[src/design/tfp_pkg.sv]
// Shared types and constants for the tagged frame parser with CRC-8 check.
// No dependencies; imported by tfp_frame_store and the top level.
package tfp_pkg;

   // Content store depth; frames hold at most this many content bytes.
   localparam int BufferDepth = 64;
   localparam int AddrWidth   = (BufferDepth > 1) ? $clog2(BufferDepth) : 1;
   localparam int CountWidth  = $clog2(BufferDepth + 1);
   localparam int CharWidth   = 8;
   localparam int LenWidth    = 7;

   typedef logic [CharWidth-1:0]  char_type;
   typedef logic [CountWidth-1:0] count_type;
   typedef logic [AddrWidth-1:0]  addr_type;

   // Write port of the content store, driven by the parser.
   typedef struct packed {
      logic     we;
      addr_type addr;
      char_type data;
   } store_write_type;

   // Hand-over of an accepted frame from the parser to the result emitter.
   typedef struct packed {
      logic      start;
      count_type len;
      char_type  tag_first;
      char_type  tag_second;
   } frame_start_type;

endpackage

[src/design/tagged_frame_parser_crc8_unit.sv]
// Top level of the tagged frame parser with CRC-8 check.
// Depends on tfp_pkg and tfp_frame_store.
//
// Takes one received character per request and hunts for a two-letter tag (A-Z, a-z,
// case-sensitive). An ordinary tag collects numeric content (0-9 + - .) up to ':' and is
// followed by two hex checksum digits; the frame is accepted when CRC-8 (polynomial 0xD5,
// MSB first, initial value 0) over both tag letters and the stored content equals the
// checksum. Tag IM opens a binary block of BUFFER_DEPTH-1 bytes; tag MS reads 4-digit hex
// lengths and opens a block when a length repeats the remembered one (clamped to
// BUFFER_DEPTH). A bad character or a failed checksum sends the parser back to tag hunting
// with that same character. Timing: the parser takes one character per cycle unless
// stalled, keeping the CRC running as content arrives. An accepted frame of n content
// bytes comes out as n results (one result with byte_valid low for an empty frame); the
// read-back goes through the single read port of the content store, whose read data is
// registered, and requests are stalled while the frame is being read back. The output
// register lets the next request in while the final result waits.
// The content store needs no clearing after reset: a frame only reads what it has written.
module tagged_frame_parser_crc8_unit (
   input  logic              clock,
   input  logic              reset,
   input  logic              req_valid,
   output logic              req_stall,
   input  tfp_pkg::char_type req_in_char,
   output logic              rsp_valid,
   input  logic              rsp_stall,
   output tfp_pkg::char_type rsp_tag_first,
   output tfp_pkg::char_type rsp_tag_second,
   output tfp_pkg::char_type rsp_data_byte,
   output logic              rsp_byte_valid,
   output logic              rsp_last_byte,
   output logic [6:0]        rsp_content_length
);
   import tfp_pkg::*;

   typedef enum logic [4:0] {
      PH_HUNT    = 5'b00001,
      PH_CONTENT = 5'b00010,
      PH_CHECK   = 5'b00100,
      PH_BLOCK   = 5'b01000,
      PH_LENGTH  = 5'b10000
   } phase_type;

   localparam char_type CrcPoly  = 8'hD5;
   localparam char_type ChNone   = 8'h00;
   localparam char_type ChZero   = 8'h30;
   localparam char_type ChNine   = 8'h39;
   localparam char_type ChPlus   = 8'h2B;
   localparam char_type ChMinus  = 8'h2D;
   localparam char_type ChDot    = 8'h2E;
   localparam char_type ChColon  = 8'h3A;
   localparam char_type ChUpA    = 8'h41;
   localparam char_type ChUpF    = 8'h46;
   localparam char_type ChUpZ    = 8'h5A;
   localparam char_type ChLowA   = 8'h61;
   localparam char_type ChLowF   = 8'h66;
   localparam char_type ChLowZ   = 8'h7A;
   localparam char_type ChI      = 8'h49;
   localparam char_type ChM      = 8'h4D;
   localparam char_type ChS      = 8'h53;
   localparam int       LenDigits = 4;

   // One byte of CRC-8, MSB first.
   function automatic char_type crc8_step(input char_type crc, input char_type b);
      char_type v;
      v = crc ^ b;
      for (int k = 0; k < 8; k++) begin
         v = v[7] ? ({v[6:0], 1'b0} ^ CrcPoly) : {v[6:0], 1'b0};
      end
      return v;
   endfunction

   // {valid, value} of one hex character.
   function automatic logic [4:0] hex_digit(input char_type c);
      logic [4:0] r;
      r = '0;
      if (c >= ChZero && c <= ChNine) begin
         r = {1'b1, 4'(c - ChZero)};
      end else if (c >= ChLowA && c <= ChLowF) begin
         r = {1'b1, 4'(c - ChLowA + 8'd10)};
      end else if (c >= ChUpA && c <= ChUpF) begin
         r = {1'b1, 4'(c - ChUpA + 8'd10)};
      end
      return r;
   endfunction

   // Leading hex digits of up to four characters, first in d[0]: {ok, value}.
   function automatic logic [16:0] parse_hex(input logic [3:0][7:0] d);
      logic [15:0] v;
      logic        run;
      logic        ok;
      logic [4:0]  h;
      v   = '0;
      run = 1'b1;
      ok  = 1'b0;
      for (int i = 0; i < 4; i++) begin
         h = hex_digit(d[i]);
         if (run && h[4]) begin
            v  = {v[11:0], h[3:0]};
            ok = 1'b1;
         end else begin
            run = 1'b0;
         end
      end
      return {ok, v};
   endfunction

   phase_type   phase_ff, phase_in;
   char_type    tag0_ff, tag0_in;
   char_type    tag1_ff, tag1_in;
   logic        tag_count_ff, tag_count_in;
   count_type   count_ff, count_in;
   logic [1:0]  digit_count_ff, digit_count_in;
   char_type    digit_chars_ff [3];
   char_type    digit_chars_in [3];
   count_type   block_target_ff, block_target_in;
   logic [15:0] remembered_ff, remembered_in;
   char_type    crc_ff, crc_in;

   logic            accept;
   logic            is_alpha;
   logic            is_numeric;
   logic            do_hunt;
   logic [16:0]     hex_check;
   logic [16:0]     hex_length;
   logic            store_busy;
   store_write_type store_wr;
   frame_start_type frame_start;

   assign accept     = req_valid && !req_stall;
   assign is_alpha   = (req_in_char >= ChUpA && req_in_char <= ChUpZ) ||
                       (req_in_char >= ChLowA && req_in_char <= ChLowZ);
   assign is_numeric = (req_in_char >= ChZero && req_in_char <= ChNine) ||
                       req_in_char == ChPlus || req_in_char == ChMinus ||
                       req_in_char == ChDot;

   // Checksum digits: the first is held, the second is the current character.
   assign hex_check  = parse_hex({ChNone, ChNone, req_in_char, digit_chars_ff[0]});
   // Length digits: three held, the fourth is the current character.
   assign hex_length = parse_hex({req_in_char, digit_chars_ff[2], digit_chars_ff[1],
                                  digit_chars_ff[0]});

   always_comb begin
      phase_in        = phase_ff;
      tag0_in         = tag0_ff;
      tag1_in         = tag1_ff;
      tag_count_in    = tag_count_ff;
      count_in        = count_ff;
      digit_count_in  = digit_count_ff;
      digit_chars_in  = digit_chars_ff;
      block_target_in = block_target_ff;
      remembered_in   = remembered_ff;
      crc_in          = crc_ff;
      do_hunt         = 1'b0;
      store_wr        = '0;
      frame_start     = '0;

      if (accept) begin
         unique case (phase_ff)
            PH_CONTENT: begin
               if (req_in_char == ChColon) begin
                  phase_in = PH_CHECK;
               end else if (is_numeric) begin
                  // Characters beyond the store depth are dropped silently.
                  if (count_ff < CountWidth'(BufferDepth)) begin
                     store_wr.we   = 1'b1;
                     store_wr.addr = count_ff[AddrWidth-1:0];
                     store_wr.data = req_in_char;
                     count_in      = count_ff + count_type'(1);
                     crc_in        = crc8_step(crc_ff, req_in_char);
                  end
               end else begin
                  // Drop the content and rehandle this character as tag hunting.
                  phase_in = PH_HUNT;
                  count_in = '0;
                  do_hunt  = 1'b1;
               end
            end
            PH_CHECK: begin
               if (digit_count_ff == '0) begin
                  digit_chars_in[0] = req_in_char;
                  digit_count_in    = 2'(1);
               end else begin
                  phase_in       = PH_HUNT;
                  digit_count_in = '0;
                  count_in       = '0;
                  if (hex_check[16] && hex_check[7:0] == crc_ff) begin
                     frame_start.start      = 1'b1;
                     frame_start.len        = count_ff;
                     frame_start.tag_first  = tag0_ff;
                     frame_start.tag_second = tag1_ff;
                  end else begin
                     do_hunt = 1'b1;
                  end
               end
            end
            PH_BLOCK: begin
               if (count_ff >= block_target_ff) begin
                  // Block full: consume this character and emit the frame.
                  frame_start.start      = 1'b1;
                  frame_start.len        = count_ff;
                  frame_start.tag_first  = tag0_ff;
                  frame_start.tag_second = tag1_ff;
                  phase_in               = PH_HUNT;
                  digit_count_in         = '0;
                  count_in               = '0;
               end else begin
                  store_wr.we   = 1'b1;
                  store_wr.addr = count_ff[AddrWidth-1:0];
                  store_wr.data = req_in_char;
                  count_in      = count_ff + count_type'(1);
               end
            end
            PH_LENGTH: begin
               if (digit_count_ff == 2'(LenDigits - 1)) begin
                  digit_count_in = '0;
                  if (!hex_length[16]) begin
                     phase_in = PH_HUNT;
                  end else if (remembered_ff != '0) begin
                     if (remembered_ff == hex_length[15:0]) begin
                        block_target_in = (hex_length[15:0] > 16'(BufferDepth)) ?
                                          CountWidth'(BufferDepth) :
                                          hex_length[CountWidth-1:0];
                        phase_in        = PH_BLOCK;
                     end else begin
                        phase_in = PH_HUNT;
                     end
                  end else begin
                     // Nothing remembered yet: remember it and keep reading lengths.
                     remembered_in = hex_length[15:0];
                  end
               end else begin
                  digit_chars_in[digit_count_ff] = req_in_char;
                  digit_count_in                 = digit_count_ff + 2'(1);
               end
            end
            default: begin
               // Tag hunting, and any unused phase code.
               phase_in = PH_HUNT;
               do_hunt  = 1'b1;
            end
         endcase

         if (do_hunt) begin
            if (!is_alpha) begin
               tag_count_in = 1'b0;
            end else if (!tag_count_ff) begin
               tag0_in      = req_in_char;
               tag_count_in = 1'b1;
               crc_in       = crc8_step('0, req_in_char);
            end else begin
               tag1_in         = req_in_char;
               tag_count_in    = 1'b0;
               crc_in          = crc8_step(crc_ff, req_in_char);
               block_target_in = CountWidth'(BufferDepth - 1);
               priority if (tag0_ff == ChI && req_in_char == ChM) begin
                  phase_in = PH_BLOCK;
               end else if (tag0_ff == ChM && req_in_char == ChS) begin
                  phase_in = PH_LENGTH;
               end else begin
                  phase_in = PH_CONTENT;
               end
            end
         end
      end
   end

   always_ff @(posedge clock) begin
      if (reset) begin
         phase_ff        <= PH_HUNT;
         tag_count_ff    <= 1'b0;
         count_ff        <= '0;
         digit_count_ff  <= '0;
         block_target_ff <= '0;
         remembered_ff   <= '0;
         tag0_ff         <= '0;
         tag1_ff         <= '0;
      end else begin
         phase_ff        <= phase_in;
         tag_count_ff    <= tag_count_in;
         count_ff        <= count_in;
         digit_count_ff  <= digit_count_in;
         block_target_ff <= block_target_in;
         remembered_ff   <= remembered_in;
         tag0_ff         <= tag0_in;
         tag1_ff         <= tag1_in;
      end
   end

   always_ff @(posedge clock) begin
      digit_chars_ff <= digit_chars_in;
      crc_ff         <= crc_in;
   end

   // Hold off requests while a frame is being read back.
   assign req_stall = store_busy;

   tfp_frame_store u_store (
      .clock              (clock),
      .reset              (reset),
      .wr                 (store_wr),
      .frame              (frame_start),
      .busy               (store_busy),
      .rsp_valid          (rsp_valid),
      .rsp_stall          (rsp_stall),
      .rsp_tag_first      (rsp_tag_first),
      .rsp_tag_second     (rsp_tag_second),
      .rsp_data_byte      (rsp_data_byte),
      .rsp_byte_valid     (rsp_byte_valid),
      .rsp_last_byte      (rsp_last_byte),
      .rsp_content_length (rsp_content_length)
   );

   // A handed-over frame stalls the very next request.
   a_start_stalls: assert property (@(posedge clock) disable iff (reset)
      frame_start.start |=> req_stall)
      else $error("request not stalled after frame hand-over");

   // The content store is only written by an accepted request.
   a_write_on_accept: assert property (@(posedge clock) disable iff (reset)
      store_wr.we |-> accept)
      else $error("store write without an accepted request");

   // Digit counting only happens while reading a checksum or a length.
   a_digits_phase: assert property (@(posedge clock) disable iff (reset)
      digit_count_ff != '0 |-> phase_ff == PH_CHECK || phase_ff == PH_LENGTH)
      else $error("digit count left over outside digit phases");

endmodule

[src/design/tfp_frame_store.sv]
// Content store memory of the frame parser and the result emitter that reads it back.
// Depends on tfp_pkg.
module tfp_frame_store (
   input  logic                     clock,
   input  logic                     reset,
   input  tfp_pkg::store_write_type wr,
   input  tfp_pkg::frame_start_type frame,
   output logic                     busy,
   output logic                     rsp_valid,
   input  logic                     rsp_stall,
   output tfp_pkg::char_type        rsp_tag_first,
   output tfp_pkg::char_type        rsp_tag_second,
   output tfp_pkg::char_type        rsp_data_byte,
   output logic                     rsp_byte_valid,
   output logic                     rsp_last_byte,
   output logic [6:0]               rsp_content_length
);
   import tfp_pkg::*;

   typedef enum logic [1:0] {
      ST_IDLE = 2'b01,
      ST_LOAD = 2'b10
   } emit_state_type;

   char_type       mem [BufferDepth];
   char_type       rdata_ff;
   logic           rd_en;
   addr_type       rd_addr;

   emit_state_type state_ff, state_in;
   count_type      len_ff, len_in;
   count_type      issued_ff, issued_in;
   char_type       tag0_ff, tag0_in;
   char_type       tag1_ff, tag1_in;

   logic           rsp_valid_ff, rsp_valid_in;
   char_type       rsp_tag_first_ff, rsp_tag_first_in;
   char_type       rsp_tag_second_ff, rsp_tag_second_in;
   char_type       rsp_data_byte_ff, rsp_data_byte_in;
   logic           rsp_byte_valid_ff, rsp_byte_valid_in;
   logic           rsp_last_byte_ff, rsp_last_byte_in;
   logic [LenWidth-1:0] rsp_content_length_ff, rsp_content_length_in;

   logic           out_free;
   logic           run_last;

   always_comb begin
      state_in              = state_ff;
      len_in                = len_ff;
      issued_in             = issued_ff;
      tag0_in               = tag0_ff;
      tag1_in               = tag1_ff;
      rd_en                 = 1'b0;
      rd_addr               = '0;
      rsp_valid_in          = rsp_valid_ff;
      rsp_tag_first_in      = rsp_tag_first_ff;
      rsp_tag_second_in     = rsp_tag_second_ff;
      rsp_data_byte_in      = rsp_data_byte_ff;
      rsp_byte_valid_in     = rsp_byte_valid_ff;
      rsp_last_byte_in      = rsp_last_byte_ff;
      rsp_content_length_in = rsp_content_length_ff;

      out_free = !rsp_valid_ff || !rsp_stall;
      run_last = (issued_ff == len_ff);

      if (rsp_valid_ff && !rsp_stall) begin
         rsp_valid_in = 1'b0;
      end

      unique case (state_ff)
         ST_IDLE: begin
            if (frame.start) begin
               len_in    = frame.len;
               tag0_in   = frame.tag_first;
               tag1_in   = frame.tag_second;
               issued_in = '0;
               state_in  = ST_LOAD;
               if (frame.len != '0) begin
                  rd_en     = 1'b1;
                  rd_addr   = '0;
                  issued_in = count_type'(1);
               end
            end
         end
         ST_LOAD: begin
            if (out_free) begin
               rsp_valid_in          = 1'b1;
               rsp_tag_first_in      = tag0_ff;
               rsp_tag_second_in     = tag1_ff;
               rsp_data_byte_in      = (len_ff == '0) ? '0 : rdata_ff;
               rsp_byte_valid_in     = (len_ff != '0);
               rsp_last_byte_in      = run_last;
               rsp_content_length_in = LenWidth'(len_ff);
               if (run_last) begin
                  state_in = ST_IDLE;
               end else begin
                  rd_en     = 1'b1;
                  rd_addr   = issued_ff[AddrWidth-1:0];
                  issued_in = issued_ff + count_type'(1);
               end
            end
         end
         default: begin
            state_in = ST_IDLE;
         end
      endcase
   end

   always_ff @(posedge clock) begin
      if (wr.we) begin
         mem[wr.addr] <= wr.data;
      end
      if (rd_en) begin
         rdata_ff <= mem[rd_addr];
      end
   end

   always_ff @(posedge clock) begin
      if (reset) begin
         state_ff     <= ST_IDLE;
         rsp_valid_ff <= 1'b0;
      end else begin
         state_ff     <= state_in;
         rsp_valid_ff <= rsp_valid_in;
      end
   end

   always_ff @(posedge clock) begin
      len_ff                <= len_in;
      issued_ff             <= issued_in;
      tag0_ff               <= tag0_in;
      tag1_ff               <= tag1_in;
      rsp_tag_first_ff      <= rsp_tag_first_in;
      rsp_tag_second_ff     <= rsp_tag_second_in;
      rsp_data_byte_ff      <= rsp_data_byte_in;
      rsp_byte_valid_ff     <= rsp_byte_valid_in;
      rsp_last_byte_ff      <= rsp_last_byte_in;
      rsp_content_length_ff <= rsp_content_length_in;
   end

   assign busy               = (state_ff != ST_IDLE);
   assign rsp_valid          = rsp_valid_ff;
   assign rsp_tag_first      = rsp_tag_first_ff;
   assign rsp_tag_second     = rsp_tag_second_ff;
   assign rsp_data_byte      = rsp_data_byte_ff;
   assign rsp_byte_valid     = rsp_byte_valid_ff;
   assign rsp_last_byte      = rsp_last_byte_ff;
   assign rsp_content_length = rsp_content_length_ff;

   // The store is never written while a run is being read back.
   a_no_write_busy: assert property (@(posedge clock) disable iff (reset)
      busy |-> !wr.we)
      else $error("content store written during read-back");

   // A new frame is only handed over while the emitter is idle.
   a_start_idle: assert property (@(posedge clock) disable iff (reset)
      frame.start |-> state_ff == ST_IDLE)
      else $error("frame start while emitter busy");

   // Reads never run past the frame length.
   a_issue_bound: assert property (@(posedge clock) disable iff (reset)
      state_ff == ST_LOAD |-> issued_ff <= len_ff)
      else $error("read index beyond frame length");

   // An empty-frame result always closes its run.
   a_empty_last: assert property (@(posedge clock) disable iff (reset)
      rsp_valid_ff && !rsp_byte_valid_ff |-> rsp_last_byte_ff)
      else $error("empty result not marked last");

endmodule

[config.mk]
export PLATFORM = sky130hd
export DESIGN_NAME = tagged_frame_parser_crc8_unit
export DESIGN_NICKNAME = d
export VERILOG_FILES = /design/src/design/tfp_pkg.sv /design/src/design/tagged_frame_parser_crc8_unit.sv /design/src/design/tfp_frame_store.sv
export SDC_FILE = /design/constraint.sdc
export NUM_CORES = 1
export LEC_CHECK = 0
export ABC_AREA = 1
export BUFFER_PORTS_ARGS = -buffer_cell sky130_fd_sc_hd__buf_4
export CORE_AREA = 4 4 301 303
export CTS_BUF_LIST = sky130_fd_sc_hd__clkbuf_2 sky130_fd_sc_hd__clkbuf_4 sky130_fd_sc_hd__clkbuf_8
export DETAILED_ROUTE_END_ITERATION = 16
export DIE_AREA = 0 0 305 307
export MAX_ROUTING_LAYER = met4
export PLACE_DENSITY = 0.63
export SLEW_MARGIN = 10
export SYNTH_ARGS = -nofsm -noshare
export SYNTH_HDL_FRONTEND = slang
export SYNTH_SLANG_ARGS = --single-unit
[constraint.sdc]
create_clock -name clock -period 4.7 [get_ports clock]
set_input_delay 0.705 -clock clock [delete_from_list [all_inputs] [get_ports clock]]
set_output_delay 0.705 -clock clock [all_outputs]
set_load 0.01 [all_outputs]
==> reports/metrics.yaml, run 1 <==
run_status:
  status: "finished clean"
min_path:
  hp-class: "in2reg"
routing:
  dr.pass1.iters: 5
  vias: 21380
  drc: 0
  drtIter0Drc: 2106
  vias_per_cell: 5.043
  antenna_left: 0
  wirelength_um: 77920
  drt-wirelength-per-cell_um: 18.38
setup_path:
  cpMaxStageDelayCell: "nor2_1"
  cpMostUsedCell: "inv_1"
  path_cells: "inv_1, ha_1, inv_1, nand2_1, a21oi_1, nor2_1, o21ai_0, nand2_1, a21oi_1, o21ai_0, nor2_1, inv_1, a21oi_4, inv_1, nor4_1, nand2_1, nor2_1"
  crit_family: "simple AND/OR/NAND/NOR gates"
  crit_fanout: 8
  path_class: "reg2reg"
  critPathCaptureType: "register"
  cp.required_ns: 5.05
  critPathBufInv: 4
  cpPeakStageDelay_ns: 0.69
  critPathArrivalTime_ns: 4.66
  start_kind: "register"
place:
  dpl.hpwl_um: 49390
  place.gp.congestion: 0.9054
  portBuffers: 46
  dp.cells: 4049
yosys:
  yosys-top-cells-count: "615 x edfxtp_1, 466 x nor2_1, 426 x nand2_1, 202 x nand3_1, 193 x inv_1"
  ys.flop_type: "edfxtp_1"
  synth_area_leaders: "edfxtp_1 60%, nor2_1 5.7%, nand2_1 5.2%"
  yosysUniqueCellTypes: 54
  synth_top_area_frac: 0.6047
  yosysMostFrequentCell: "edfxtp_1"
  yosysWarnings: 0
  syn_avg_cell_area_um2: 10.61
  async_reset_ff_frac: 0
  yosys.area.top_type: "edfxtp_1"
  syn-cell-area_um2: 30540
  syn-num-nets: 2924
  synthCells: 2877
  synth_edf_count: 615
  yosysSeqAreaShare: 0.6421
  synth_seq_cells: 672
timing:
  skew_ns: 0.05100
  period_share: 0.9171
  finalSetupTns_ns: 0
  drv_slew: 0
  fmax_mhz: 232.0
  slew_headroom: 0.3509
  fin_crit_ns: 4.310
  rsz0062_at_grt: "no"
  finalSetupViolations: 0
  hold_viol: 0
  fin_hold_ws_ns: 0.2917
  tightest_slew_ns: 0.9726
clock_network:
  root_buffer: "clkbuf_8"
  clock_sinks: 672
  hold_buffers: 0
  clk_latency_ns: 0.74
  numCtsBuffers: 104
  cts_tree: "done"
  clkSlewWorstSetupHoldPaths_ns: 0.06
  cts_resized: 0
  clock_path_buffers: 3
  cts_setup_buffers: 0
  htreeDepth: 3
floorplanning:
  std_cell_rows: 109
  dieArea_um2: 93640
  num_io_pins: 47
  core_area_um2: 87970
  die_y_um: 307
  die_x_um: 305
  initial_utilization: 0.3472
grt:
  grt_max_degree: 154
  overflow: 0
  top_usage_layer: "met2"
  grt_usage: 0.1686
  use_met1: 0.2230
  antenna_found_initial: 1
  use_met3: 0.02658
  use_met2: 0.2648
  grt_pass1_wl_um: 121000
  grt_pass1_vias: 20940
cells_and_area:
  layout-drive-gt1-share: 0.1533
  final_cells: 4240
  multiInputGateArea_um2: 9658
  nFillCells: 8505
  num-nets-final: 3037
  seqCellArea_um2: 19610
  area_delta_synth_final_pct: 14.27
  utilization: 0.3967
job:
  maxCapViolCount: 0
power_and_ir_drop:
  power_density_nw_per_um2: 417.3
  p_leak_nw: 13.11
  vdd_drop_max_uv: 444.2
[routing by layer]
metal,up-vias,routed length (µm)
met5,-,0
met4,0,2409
met3,134,4806
met2,767,36270
met1,10190,34430
li1,10290,-
[placed cells by master, fill, tap and decap left out, drive strengths merged, types with 2 or more instances in the layout]
cell / count
dfxtp: 57
o22ai: 17
o21ai: 176
nand3: 206
o21bai: 9
and3: 2
nand4: 18
or2: 101
inv: 212
buf: 141
a21oi: 99
nor2: 476
clkbuf: 144
nor3: 23
nand2: 439
bufinv: 3
mux2i: 4
o211ai: 156
ha: 35
nand3b: 6
a31oi: 4
o31ai: 4
xnor2: 20
a211oi: 19
nor3b: 3
diode: 2
clkinv: 38
edfxtp: 615
nor4: 12
xor2: 29
[metrics by stage]
stage               worst slack, ns  area [µm²]  power [W]
floorplan                   0.06373       30540   0.008984
global placement             0.1042       32790   0.009715
detailed placement          0.08188       32790   0.009750
CTS                          0.5002       34890    0.01470
global route                0.09392       34900    0.01533
finish                       0.3897       34900    0.01456
[path summary, 6_finish.rpt]
check / cells after the start / to / slack, ns / start
hold reg to reg: 0 / u_store.rsp_tag_second[5] / 0.42 / u_store.tag1_ff[5]
setup reg to reg: 17 / u_store.mem[13][5] / 0.39 / count_ff[0]
hold / removal: 1 / digit_chars_ff[6] / 0.29 / req_in_char[6]
setup / recovery: 17 / u_store.mem[13][5] / 0.39 / count_ff[0]
[cell families (layout without fill, tap and decap cells)]
family / Yosys count / after routing / share of synthesized area
flip-flops: 672 / 672 / 0.6421
multiplexers: 4 / 4 / 0.001311
other: 0 / 2 / 0
AND/OR/NAND/NOR: 1287 / 1287 / 0.1846
adder cells (fa/ha/maj): 35 / 35 / 0.01434
AO/OA/AOI/OAI: 488 / 488 / 0.09792
buffers and inverters: 342 / 538 / 0.04503
XOR/XNOR: 49 / 49 / 0.01467
[where the power goes]
part | total (W) | internal, W | switching [W]
registers | 0.00679 | 0.00665 | 0.000136
logic | 0.00284 | 0.000974 | 0.00186
clock network | 0.00494 | 0.00261 | 0.00232
total | 0.0146 | 0.0102 | 0.00432
[area by class of cell]
class                           instances  share of cell area
Clock buffer                          144             0.05052
Clock inverter                         45            0.009537
Multi-Input combinational cell       1863              0.2768
Sequential cell                       672              0.5619
Timing Repair Buffer                  141             0.03679
Inverter                              208             0.02259
Tap cell                             1165             0.04177
Antenna cell                            2           0.0001434
[flip-flops by register name (all words and copies together), names as in the netlist, 2 cells and up]
register / flops
u_store.state_ff: 2
u_store.rsp_tag_second: 8
u_store.tag1_ff: 8
u_store.issued_ff: 7
tag0_ff: 8
count_ff: 7
u_store.rdata_ff: 8
remembered_ff: 16
block_target_ff: 7
u_store.mem: 512
u_store.len_ff: 7
tag1_ff: 8
u_store.rsp_data_byte: 8
u_store.tag0_ff: 8
u_store.rsp_content_length: 7
digit_chars_ff: 24
phase_ff: 5
u_store.rsp_tag_first: 8
crc_ff: 8
digit_count_ff: 2
No activity file was read; power rests on OpenSTA's default activity.
==> inputs of run 2 (changes only) <==
--- a/config.mk
+++ b/config.mk
@@ -7,6 +7,7 @@
 export LEC_CHECK = 0
 export ABC_AREA = 1
 export BUFFER_PORTS_ARGS = -buffer_cell sky130_fd_sc_hd__buf_4
+export CAP_MARGIN = 25
 export CORE_AREA = 4 4 301 303
 export CTS_BUF_LIST = sky130_fd_sc_hd__clkbuf_2 sky130_fd_sc_hd__clkbuf_4 sky130_fd_sc_hd__clkbuf_8
 export DETAILED_ROUTE_END_ITERATION = 16
==> constraint.sdc (replaced) <==
create_clock -name clock -period 4.7 [get_ports clock]
set_input_delay 0.705 -clock clock [delete_from_list [all_inputs] [get_ports clock]]
set_output_delay 0.705 -clock clock [all_outputs]
set_load 0.005 [all_outputs]
==> run 2 against run 1 <==
  * Non-clock buffer count up 2
  * Final cell count up 0.24%
  * Design area up 0.17%
  * Die area unchanged
  * Flip-flop and latch count unchanged
  * Clock power up 0.8%
  * Critical path type unchanged
  * Critical endpoint is now u_store.mem[61][6]
  * Largest cell class unchanged
  * Largest power group unchanged
==> reports/metrics.yaml, run 2 (synthesis gave the netlist of run 1 again) <==
run_status:
  status: "finished clean"
grt:
  grt_pass1_vias: 20930  # -0.019%
  use_met1: 0.2253  # +0.002313
  top_usage_layer: "met2"
  antenna_found_initial: 1  # unchanged
  use_met2: 0.2641  # -0.0006826
  grt_pass1_wl_um: 121300  # +0.20%
  grt_max_degree: 154  # unchanged
  grt_usage: 0.1693  # +0.0006877
  use_met3: 0.02645  # -0.0001377
  overflow: 0  # unchanged
setup_path:
  crit_fanout: 8  # unchanged
  cp.required_ns: 5.06  # about the same
  critPathArrivalTime_ns: 4.65  # about the same
  critPathCaptureType: "register"
  path_class: "reg2reg"
  reg2regPathDepth: 17  # unchanged
  start_kind: "register"
  regToRegSetupSlack_ns: 0.41  # +0.02 ns
timing:
  fin_ws_ns: 0.4144  # +0.02470 ns
  finalSetupTns_ns: 0  # unchanged
  fmax_mhz: 233.3  # +0.58%
  tightest_slew_ns: 0.9894  # +0.01680 ns
  drv_slew: 0  # unchanged
  period_share: 0.9118  # -0.005256
  fin_crit_ns: 4.286  # -0.02470 ns
  slew_headroom: 0.3397  # -0.01121
  skew_ns: 0.05633  # +0.005326 ns
  rsz0062_at_grt: "no"
  hold_viol: 0  # unchanged
  finalSetupViolations: 0  # unchanged
floorplanning:
  die_y_um: 307  # unchanged
  std_cell_rows: 109  # unchanged
  core_area_um2: 87970  # unchanged
  num_io_pins: 47  # unchanged
  initial_utilization: 0.3472  # unchanged
  die_x_um: 305  # unchanged
  dieArea_um2: 93640  # unchanged
clock_network:
  clk_latency_ns: 0.75  # about the same
  htreeDepth: 3  # unchanged
  root_buffer: "clkbuf_8"
  cts_tree: "done"
  clock_path_buffers: 3  # unchanged
  numCtsBuffers: 107  # +2.9%
  clkSlewWorstSetupHoldPaths_ns: 0.06  # about the same
  clock_sinks: 672  # unchanged
  hold_buffers: 0  # unchanged
routing:
  wirelength_um: 78110  # +0.24%
  vias: 21450  # +0.30%
  dr.pass1.iters: 6  # +1
  drt-wirelength-per-cell_um: 18.38  # about the same
  drc: 0  # unchanged
  drtIter0Drc: 1983  # -5.8%
  antenna_left: 0  # unchanged
  vias_per_cell: 5.046  # about the same
place:
  pre_cts_ws_ns: 0.07948  # -0.002393 ns
  place.gp.congestion: 0.9054  # unchanged
  dp.cells: 4050  # +0.025%
  portBuffers: 46  # unchanged
  dpl.hpwl_um: 49420  # about the same
cells_and_area:
  layout_common_cells: "615 x edfxtp_1, 454 x nor2_1, 426 x nand2_1, 201 x nand3_1, 192 x inv_1"
  area_delta_synth_final_pct: 14.46
  mostFrequentLayoutCell: "edfxtp_1"
  largest_reg_flops: 512  # unchanged
  regMostFlops: "u_store.mem"
  final_cells: 4250  # +0.24%
  layout-drive-gt1-share: 0.1576  # +0.004368
  nFillCells: 8474  # -0.36%
  reg_top3: "u_store.mem: 512 flops, digit_chars_ff: 24 flops, remembered_ff: 16 flops"
  num-nets-final: 3042  # +0.16%
power_and_ir_drop:
  vdd_drop_max_uv: 427.7  # -3.7%
  p_leak_nw: 13.15  # +0.33%
  total_power_w: 0.01460  # +0.25%
  power_density_nw_per_um2: 417.6  # about the same
min_path:
  holdPathStages: 1  # unchanged
  hp-class: "in2reg"
job:
  maxCapViolCount: 0  # unchanged
-- run 2: changes by cell type in the layout (fill, tap and decap cells not counted), moves of 2 or more --
cell / change
clkinv_1: -5
bufinv_16: -2
clkinv_2: +3
clkbuf_8: +4
clkbuf_4: +9
-- run 2: report_power, final --
| group | switching (W) | internal (W) |
|---|---|---|
| registers | 0.000138 | 0.00665 |
| logic | 0.00186 | 0.000977 |
| clock network | 0.00234 | 0.00264 |
-- run 2: metrics by stage --
| step | hold WS, ns | area [µm²] | utilization |
|---|---|---|---|
| floorplan | 0.4003 | 30540 | - |
| finish | 0.2931 | 34950 | 0.3974 |
| CTS | 0.2417 | 34930 | 0.3971 |
| global placement | 0.4037 | 32790 | 0.3728 |
| detailed placement | 0.4054 | 32800 | 0.3728 |
| global route | 0.2653 | 34950 | 0.3974 |
-- run 2: what timing repair did --
action / in CTS / in global routing
setup buffers: 0 / 0
endpoints found under the setup margin: 0 / 6
gates resized for setup: 0 / 1
-- run 2: worst paths after layout --
| check | startpoint | endpoint |
|---|---|---|
| max | count_ff[0] | u_store.mem[61][6] |
| min | req_in_char[6] | digit_chars_ff[6] |
| max reg2reg | count_ff[0] | u_store.mem[61][6] |
| min reg2reg | u_store.tag0_ff[5] | u_store.rsp_tag_first[5] |
-- run 2: routing by layer --
metal,vias to the layer above,routed length (µm)
met4,0,2571
met3,151,4623
met5,-,0
met2,675,36380
met1,10300,34530
li1,10320,-
-- run 2: area by class of cell --
class,instances,area [µm²],share of cell area
repair buffers,143,1309,0.03744
clock inverters,40,245.2,0.007016
well taps,1165,1458,0.04170
inverters,208,788.3,0.02255
clock buffers,157,1886,0.05394
flip-flops and latches,672,19610,0.5610
diodes,2,5.005,0.0001432
multi-input cells,1863,9656,0.2762
-- run 2: worst max-delay path, cell delays in order (launching register included) --
cell,delay (ns)
dfxtp_1,0.44
inv_1,0.19
ha_1,0.32
inv_1,0.05
nand2_1,0.04
a21oi_1,0.12
nor2_1,0.05
o21ai_0,0.14
nand2_1,0.07
a21oi_1,0.11
o21ai_0,0.15
nor2_1,0.20
inv_1,0.12
a21oi_4,0.22
inv_1,0.18
nor4_1,0.29
nand2_1,0.55
nor2_1,0.69
